--- config.mk ---
export PLATFORM = sky130hd
export DESIGN_NAME = sha256_digest_engine_unit
export DESIGN_NICKNAME = d
export VERILOG_FILES = /design/src/design/sde_pkg.sv /design/src/design/sde_sched.sv /design/src/design/sde_round.sv /design/src/design/sha256_digest_engine_unit.sv
export SDC_FILE = /design/constraint.sdc
export NUM_CORES = 2
export LEC_CHECK = 0
export BUFFER_PORTS_ARGS = -buffer_cell sky130_fd_sc_hd__buf_2
export CORE_ASPECT_RATIO = 1.2
export CORE_MARGIN = 2
export CORE_UTILIZATION = 60
export CTS_CLUSTER_DIAMETER = 50
export DETAILED_ROUTE_END_ITERATION = 10
export GPL_ROUTABILITY_DRIVEN = 0
export PLACE_DENSITY = 0.78
export SLEW_MARGIN = 20
export SYNTH_ARGS = -nofsm -noshare
export SYNTH_HDL_FRONTEND = slang
export SYNTH_SLANG_ARGS = --single-unit
--- constraint.sdc ---
create_clock -name clk -period 15.34 [get_ports clk]
set_clock_uncertainty 0.05 [all_clocks]
set_input_delay 0.767 -clock clk [delete_from_list [all_inputs] [get_ports clk]]
set_output_delay 0.767 -clock clk [all_outputs]
set_load 0.03 [all_outputs]
--- src/design/sde_pkg.sv ---
`timescale 1ns / 1ps
`default_nettype none
// ----------------------------------------------------------------------------
// SHA-256 digest engine package
// Shared types, round constants, initial hash values and sigma functions.
// ----------------------------------------------------------------------------
package sde_pkg;

	localparam int unsigned WORD_W    = 32;
	localparam int unsigned NUM_VARS  = 8;
	localparam int unsigned WIN_DEPTH = 16;
	localparam int unsigned NUM_ROUNDS = 64;
	localparam int unsigned LEN_W     = 64;

	typedef logic [WORD_W-1:0] word_t;
	typedef logic [NUM_VARS-1:0][WORD_W-1:0] vars_t;

	typedef enum logic [2:0] {
		ST_IDLE,
		ST_PAD,
		ST_ROUND,
		ST_UPDATE,
		ST_OUT
	} state_t;

	typedef enum logic [2:0] {
		PAD_NONE,
		PAD_MARK,
		PAD_ZERO,
		PAD_LEN_LO,
		PAD_DONE
	} pad_t;

	typedef struct packed {
		logic push;
		logic init;
		logic step;
	} core_ctl_t;

	localparam word_t PAD_MARK_WORD = 32'h8000_0000;

	localparam word_t ROUND_K [NUM_ROUNDS] = '{
		32'h428a2f98, 32'h71374491, 32'hb5c0fbcf, 32'he9b5dba5,
		32'h3956c25b, 32'h59f111f1, 32'h923f82a4, 32'hab1c5ed5,
		32'hd807aa98, 32'h12835b01, 32'h243185be, 32'h550c7dc3,
		32'h72be5d74, 32'h80deb1fe, 32'h9bdc06a7, 32'hc19bf174,
		32'he49b69c1, 32'hefbe4786, 32'h0fc19dc6, 32'h240ca1cc,
		32'h2de92c6f, 32'h4a7484aa, 32'h5cb0a9dc, 32'h76f988da,
		32'h983e5152, 32'ha831c66d, 32'hb00327c8, 32'hbf597fc7,
		32'hc6e00bf3, 32'hd5a79147, 32'h06ca6351, 32'h14292967,
		32'h27b70a85, 32'h2e1b2138, 32'h4d2c6dfc, 32'h53380d13,
		32'h650a7354, 32'h766a0abb, 32'h81c2c92e, 32'h92722c85,
		32'ha2bfe8a1, 32'ha81a664b, 32'hc24b8b70, 32'hc76c51a3,
		32'hd192e819, 32'hd6990624, 32'hf40e3585, 32'h106aa070,
		32'h19a4c116, 32'h1e376c08, 32'h2748774c, 32'h34b0bcb5,
		32'h391c0cb3, 32'h4ed8aa4a, 32'h5b9cca4f, 32'h682e6ff3,
		32'h748f82ee, 32'h78a5636f, 32'h84c87814, 32'h8cc70208,
		32'h90befffa, 32'ha4506ceb, 32'hbef9a3f7, 32'hc67178f2
	};

	localparam vars_t INIT_HASH = {
		32'h5be0cd19, 32'h1f83d9ab, 32'h9b05688c, 32'h510e527f,
		32'ha54ff53a, 32'h3c6ef372, 32'hbb67ae85, 32'h6a09e667
	};

	function automatic word_t rotr(input word_t x, input int unsigned n);
		rotr = (x >> n) | (x << (WORD_W - n));
	endfunction

	function automatic word_t big_sigma0(input word_t x);
		big_sigma0 = rotr(x, 2) ^ rotr(x, 13) ^ rotr(x, 22);
	endfunction

	function automatic word_t big_sigma1(input word_t x);
		big_sigma1 = rotr(x, 6) ^ rotr(x, 11) ^ rotr(x, 25);
	endfunction

	function automatic word_t small_sigma0(input word_t x);
		small_sigma0 = rotr(x, 7) ^ rotr(x, 18) ^ (x >> 3);
	endfunction

	function automatic word_t small_sigma1(input word_t x);
		small_sigma1 = rotr(x, 17) ^ rotr(x, 19) ^ (x >> 10);
	endfunction

endpackage
`default_nettype wire

--- src/design/sde_sched.sv ---
`timescale 1ns / 1ps
`default_nettype none
// ----------------------------------------------------------------------------
// SHA-256 message schedule window
// Sixteen-word shift line; loads block words and expands the schedule.
// ----------------------------------------------------------------------------
module sde_sched (
	input  wire                     clk,
	input  wire sde_pkg::core_ctl_t ctl,
	input  wire sde_pkg::word_t     word_in,
	output sde_pkg::word_t          wt
);

	sde_pkg::word_t win_q [sde_pkg::WIN_DEPTH];
	sde_pkg::word_t next_w;

	assign wt = win_q[0];
	assign next_w = sde_pkg::small_sigma1(win_q[14]) + win_q[9]
		+ sde_pkg::small_sigma0(win_q[1]) + win_q[0];

	always_ff @(posedge clk) begin
		if (ctl.push || ctl.step) begin
			for (int i = 0; i < sde_pkg::WIN_DEPTH - 1; i++) begin
				win_q[i] <= win_q[i+1];
			end
			win_q[sde_pkg::WIN_DEPTH-1] <= ctl.push ? word_in : next_w;
		end
	end

endmodule
`default_nettype wire

--- src/design/sde_round.sv ---
`timescale 1ns / 1ps
`default_nettype none
// ----------------------------------------------------------------------------
// SHA-256 round unit
// Working variables and the shared compression round, one round per cycle.
// ----------------------------------------------------------------------------
module sde_round (
	input  wire                     clk,
	input  wire                     arst_n,
	input  wire sde_pkg::core_ctl_t ctl,
	input  wire sde_pkg::vars_t     hash_in,
	input  wire sde_pkg::word_t     k,
	input  wire sde_pkg::word_t     w,
	output sde_pkg::vars_t          vars
);

	sde_pkg::vars_t vars_q;
	sde_pkg::word_t t1;
	sde_pkg::word_t t2;
	sde_pkg::word_t ch;
	sde_pkg::word_t maj;

	assign vars = vars_q;

	always_comb begin
		ch  = (vars_q[4] & vars_q[5]) ^ (~vars_q[4] & vars_q[6]);
		maj = (vars_q[0] & vars_q[1]) ^ (vars_q[0] & vars_q[2]) ^ (vars_q[1] & vars_q[2]);
		t1  = vars_q[7] + sde_pkg::big_sigma1(vars_q[4]) + ch + k + w;
		t2  = sde_pkg::big_sigma0(vars_q[0]) + maj;
	end

	always_ff @(posedge clk or negedge arst_n) begin
		if (!arst_n) begin
			vars_q <= '0;
		end else if (ctl.init) begin
			vars_q <= hash_in;
		end else if (ctl.step) begin
			vars_q[7] <= vars_q[6];
			vars_q[6] <= vars_q[5];
			vars_q[5] <= vars_q[4];
			vars_q[4] <= vars_q[3] + t1;
			vars_q[3] <= vars_q[2];
			vars_q[2] <= vars_q[1];
			vars_q[1] <= vars_q[0];
			vars_q[0] <= t1 + t2;
		end
	end

endmodule
`default_nettype wire

--- src/design/sha256_digest_engine_unit.sv ---
`timescale 1ns / 1ps
`default_nettype none
// ----------------------------------------------------------------------------
// SHA-256 digest engine
// Streaming SHA-256 with built-in padding and a shared round unit.
// ----------------------------------------------------------------------------
// Usage:
//   Slave stream: one big-endian message word per beat, byte count in tuser,
//   tlast on the final word (count zero with tlast sends an empty tail).
//   Master stream: eight digest words, index in tuser, tlast on the eighth.
//   Words are taken only while idle. Every sixteenth word starts a block:
//   the 64 rounds, one per cycle in the shared round unit, then the hash
//   update; no new word is taken until the block is through.
//   The final word adds the padding words and one or two blocks.
//   s_tready is low from the final word until the last digest word leaves.
//   Digest words sit in the hash registers; a stalled master side holds them
//   and the engine waits. After the eighth word the hash, length and block
//   position go back to their initial values for the next message.
//   Reset loads the initial hash values and leaves the engine idle and ready.
// ----------------------------------------------------------------------------
module sha256_digest_engine_unit (
	input  wire         clk,
	input  wire         arst_n,
	input  wire         s_tvalid,
	output logic        s_tready,
	input  wire  [31:0] s_tdata,   // [31:0] data_word
	input  wire  [2:0]  s_tuser,   // [2:0] valid_bytes
	input  wire         s_tlast,
	output logic        m_tvalid,
	input  wire         m_tready,
	output logic [31:0] m_tdata,   // [31:0] digest_word
	output logic [2:0]  m_tuser,   // [2:0] word_index
	output logic        m_tlast
);

	sde_pkg::state_t     state_q, state_d;
	sde_pkg::pad_t       pad_q, pad_d;
	sde_pkg::vars_t      hash_q;
	sde_pkg::vars_t      vars;
	logic [sde_pkg::LEN_W-1:0] len_q, len_d;
	logic [3:0]          pos_q;
	logic [5:0]          round_q;
	logic [2:0]          idx_q;
	sde_pkg::core_ctl_t  ctl;
	sde_pkg::word_t      push_word;
	sde_pkg::word_t      wt;
	sde_pkg::word_t      tail_word;
	logic [2:0]          nb;
	logic                in_acc;
	logic                out_acc;

	assign in_acc  = s_tvalid && s_tready;
	assign out_acc = m_tvalid && m_tready;
	assign nb = (s_tuser > 3'd4) ? 3'd4 : s_tuser;

	always_comb begin
		unique case (nb[1:0])
			2'd0: tail_word = 32'h8000_0000;
			2'd1: tail_word = {s_tdata[31:24], 24'h80_0000};
			2'd2: tail_word = {s_tdata[31:16], 16'h8000};
			2'd3: tail_word = {s_tdata[31:8], 8'h80};
			default: tail_word = 32'h8000_0000;
		endcase
	end

	// next state
	always_comb begin
		state_d = state_q;
		pad_d   = pad_q;
		len_d   = len_q;
		unique case (state_q)
			sde_pkg::ST_IDLE: begin
				if (in_acc) begin
					if (!s_tlast) begin
						len_d = len_q + sde_pkg::LEN_W'(32);
						pad_d = sde_pkg::PAD_NONE;
					end else begin
						len_d = len_q + sde_pkg::LEN_W'({nb, 3'b000});
						pad_d = nb[2] ? sde_pkg::PAD_MARK : sde_pkg::PAD_ZERO;
					end
					if (pos_q == 4'd15) begin
						state_d = sde_pkg::ST_ROUND;
					end else if (s_tlast) begin
						state_d = sde_pkg::ST_PAD;
					end
				end
			end
			sde_pkg::ST_PAD: begin
				unique case (pad_q)
					sde_pkg::PAD_MARK: pad_d = sde_pkg::PAD_ZERO;
					sde_pkg::PAD_ZERO: begin
						if (pos_q == 4'd14) begin
							pad_d = sde_pkg::PAD_LEN_LO;
						end
					end
					sde_pkg::PAD_LEN_LO: pad_d = sde_pkg::PAD_DONE;
					default: pad_d = pad_q;
				endcase
				if (pos_q == 4'd15) begin
					state_d = sde_pkg::ST_ROUND;
				end
			end
			sde_pkg::ST_ROUND: begin
				if (round_q == 6'(sde_pkg::NUM_ROUNDS - 1)) begin
					state_d = sde_pkg::ST_UPDATE;
				end
			end
			sde_pkg::ST_UPDATE: begin
				priority if (pad_q == sde_pkg::PAD_NONE) begin
					state_d = sde_pkg::ST_IDLE;
				end else if (pad_q == sde_pkg::PAD_DONE) begin
					state_d = sde_pkg::ST_OUT;
				end else begin
					state_d = sde_pkg::ST_PAD;
				end
			end
			sde_pkg::ST_OUT: begin
				if (out_acc && idx_q == 3'd7) begin
					state_d = sde_pkg::ST_IDLE;
					pad_d   = sde_pkg::PAD_NONE;
					len_d   = '0;
				end
			end
			default: state_d = sde_pkg::ST_IDLE;
		endcase
	end

	// outputs
	always_comb begin
		ctl       = '0;
		push_word = s_tdata;
		s_tready  = 1'b0;
		m_tvalid  = 1'b0;
		unique case (state_q)
			sde_pkg::ST_IDLE: begin
				s_tready = 1'b1;
				ctl.push = in_acc;
				ctl.init = in_acc && (pos_q == 4'd15);
				if (s_tlast && !nb[2]) begin
					push_word = tail_word;
				end
			end
			sde_pkg::ST_PAD: begin
				ctl.push = 1'b1;
				ctl.init = (pos_q == 4'd15);
				unique case (pad_q)
					sde_pkg::PAD_MARK: push_word = sde_pkg::PAD_MARK_WORD;
					sde_pkg::PAD_ZERO: begin
						push_word = (pos_q == 4'd14) ? len_q[63:32] : '0;
					end
					sde_pkg::PAD_LEN_LO: push_word = len_q[31:0];
					default: push_word = '0;
				endcase
			end
			sde_pkg::ST_ROUND: ctl.step = 1'b1;
			sde_pkg::ST_UPDATE: ctl = '0;
			sde_pkg::ST_OUT: m_tvalid = 1'b1;
			default: ctl = '0;
		endcase
	end

	assign m_tdata = hash_q[idx_q];
	assign m_tuser = idx_q;
	assign m_tlast = (idx_q == 3'd7);

	always_ff @(posedge clk or negedge arst_n) begin
		if (!arst_n) begin
			state_q <= sde_pkg::ST_IDLE;
			pad_q   <= sde_pkg::PAD_NONE;
			len_q   <= '0;
			pos_q   <= '0;
			round_q <= '0;
			idx_q   <= '0;
			hash_q  <= sde_pkg::INIT_HASH;
		end else begin
			state_q <= state_d;
			pad_q   <= pad_d;
			len_q   <= len_d;
			if (ctl.push) begin
				pos_q <= pos_q + 4'd1;
			end
			if (ctl.step) begin
				round_q <= round_q + 6'd1;
			end
			if (state_q == sde_pkg::ST_UPDATE) begin
				for (int j = 0; j < sde_pkg::NUM_VARS; j++) begin
					hash_q[j] <= hash_q[j] + vars[j];
				end
			end
			if (out_acc) begin
				idx_q <= idx_q + 3'd1;
				if (idx_q == 3'd7) begin
					hash_q <= sde_pkg::INIT_HASH;
				end
			end
		end
	end

	sde_sched u_sched (
		.clk     (clk),
		.ctl     (ctl),
		.word_in (push_word),
		.wt      (wt)
	);

	sde_round u_round (
		.clk     (clk),
		.arst_n  (arst_n),
		.ctl     (ctl),
		.hash_in (hash_q),
		.k       (sde_pkg::ROUND_K[round_q]),
		.w       (wt),
		.vars    (vars)
	);

endmodule
`default_nettype wire
==> flow_metrics.tcl <==
set metrics [dict create \
    max_slew.worst_pin.slew_ps 1164 \
    fin_area_mm2 0.07565 \
    r2r_setup_slack_ps 5340 \
    ioPinCount 78 \
    rsz0062_at_grt "false" \
    synth_area_leaders "edfxtp_1, dfrtp_1, ha_1, fa_1, dfstp_2" \
    grt_max_degree 207 \
    clk_pin_slew_ps 60 \
    slew_headroom 0.2241 \
    critPathKind "reg -> reg" \
    insertion_delay_ps 780 \
    yosysTopAreaCell "edfxtp_1" \
    max_cap_violations 0 \
    fill_cells 8542 \
    yosysWarningCount 0 \
    postSynthNetCount 7379 \
    netlist_instances 6736 \
    clock-sinks 1104 \
    ff2ff_path_depth 32 \
    ant_nets 0 \
    slew_viol_final 0 \
    yosysMostFrequentCell "nand2_1" \
    critPathMaxStageDelay_ps 800 \
    setup_viol_count_final 0 \
    postCtsHoldBufs 0 \
    whs_ps 54.30 \
    ys_ff_latch 1104 \
    cp-end-kind "flop" \
    vias 54729 \
    htreeDepth 4 \
    synth.distinct_cells 83 \
    gr-total-overflow 0 \
    row_count 136 \
    r2r-start "round_q[0]" \
    final_layout_size_suffix_gt1_frac 0.09760 \
    synth_edf_count 512 \
    grt_pass1_wl_mm 312.9 \
    grt_pass1_vias 52761 \
    netlist_top_cells_count "nand2_1, a21oi_1, edfxtp_1, dfrtp_1, xnor2_1" \
    antenna_found_initial 4 \
    grt_use_total 0.3463 \
    synth-async-reset-ratio 0.5362 \
    wl_mm 206.2 \
    dieArea_mm2 0.1186 \
    worstHoldPathType "in -> async" \
    start_kind "flop" \
    synth_top_flop_cell "edfxtp_1" \
    crit_fanout 17 \
    place_area_mm2 0.07116 \
    syn-mean-instance-area_um2 10.32 \
    drt_pass1_iterations 10 \
    die_w_um 314.7 \
    yosysSeqAreaShare 0.4367 \
    start_util 0.6061 \
    cts_inserted_buffers 133 \
    hold_viol 0 \
    viasPerCell 6.592 \
    syn_area_mm2 0.06951 \
    area_delta_synth_final_pct 8.831 \
    cts_buffer_depth 3 \
    crit_arrival_ps 10650 \
    wl_per_cell_um 24.83 \
    post-route-min-period_ps 9997 \
    seqCellArea_mm2 0.03038 \
    core_mm2 0.1147 \
    io_buffers 77 \
    status "complete, no violations" \
    die_h_um 376.9 \
    r2r-end "u_round.vars[28]" \
    nNetsFinal 7318 \
    cts_tree "built" \
    fmax_ghz 0.1000 \
    clock-root-buffer "clkbuf_16" \
    yosysTopAreaCellShare 0.2212 \
    dp_hpwl_mm 147.2 \
    final.setup.tns_ps 0 \
    cts_resized 0 \
    multi_input_area_mm2 0.03693 \
    drtIter0Drc 6734 \
    critPathSlowestCell "dfrtp_1" \
    fin_crit_sh 0.6517 \
    cp_data_required_time_ps 15990 \
    drc 0 \
    cts_setup_buffers 0 \
]
[sequential cells by signal, summed over array words and instances, names as in the netlist]
| signal | count |
|---|---|
| u_round.vars | 256 |
| pad_q | 3 |
| state_q | 3 |
| m_tuser | 3 |
| len_q | 61 |
| hash_q | 256 |
| round_q | 6 |
| pos_q | 4 |
| u_sched.win_q | 512 |
[cell usage in the layout (no fill, tap or decap), types with 43 or more instances in the layout]
master     count
a21oi_1      520
nand3_1      115
dfstp_2      136
a211oi_1      71
buf_4         53
nand2_1      892
nor3_1        63
and3_1        43
buf_2         77
fa_1         197
ha_1         406
nand2b_1      69
a22oi_1      275
inv_1        271
o21ai_0      395
a21o_1       183
nor2_1       338
nor2b_1       53
dfrtp_1      451
mux2_2        61
o211ai_1     100
edfxtp_1     512
xnor2_1      407
xor2_1       215
clkbuf_16    135
mux4_2        69
[area by class of cell]
type,instances,area share
diodes,1,0.00003308
repair buffers,139,0.01244
inverters,274,0.01360
well taps,1518,0.02511
clock buffers,167,0.04783
multi-input cells,5023,0.4882
clock inverters,76,0.01128
flip-flops and latches,1104,0.4015
[metrics by stage]
stage                 util  cells  worst slack, ps
global route        0.6596   8301             4769
detailed placement  0.6205   8057             5669
floorplan                -   6736             2003
CTS                 0.6595   8300             5670
global placement    0.6204   8057             5990
finish              0.6596   8302             5343
[worst max-delay path: cells and delay by family (launching register included)]
kind / cells / cell delay, ps
AO/OA/AOI/OAI: 12 / 3490
XOR/XNOR: 1 / 190
adder cells (fa/ha/maj): 6 / 2720
buffers and inverters: 3 / 710
flip-flops: 1 / 800
AND/OR/NAND/NOR: 10 / 1990
[cells by family after synthesis]
kind of cell / count (synthesis) / synth area share
adders and majority gates: 624 / 0.1328
xor gates and xnor gates: 622 / 0.07837
DFF: 1104 / 0.4367
AOI/OAI and AO/OA: 1882 / 0.1730
muxes: 154 / 0.03569
buffers and inverters: 609 / 0.03290
and+or+nand+nor: 1741 / 0.1104
[layer usage]
layer | GRT usage | vias to the layer above | wire, µm
met1 | 0.4355 | 26602 | 75350
met4 | 0.2244 | 4 | 15740
met3 | 0.06618 | 779 | 19620
li1 | - | 24172 | -
met2 | 0.5488 | 3172 | 95410
met5 | 0 | - | 31
[worst max-delay path by stage]
stage	endpoint	from	slack [ps]
4_1_cts	u_round.vars[28]	round_q[0]	5670
3_5_place_dp	u_round.vars[28]	round_q[0]	5670
5_1_grt	u_round.vars[28]	round_q[0]	4770
6_report	u_round.vars[28]	round_q[0]	5340
2_1_floorplan	u_sched.win_q[0][0]	s_tvalid	2000
3_3_place_gp	u_round.vars[28]	round_q[0]	5990
Power is not shown: default switching activity piles up to over one toggle a cycle in this logic, so the estimate is an artifact.
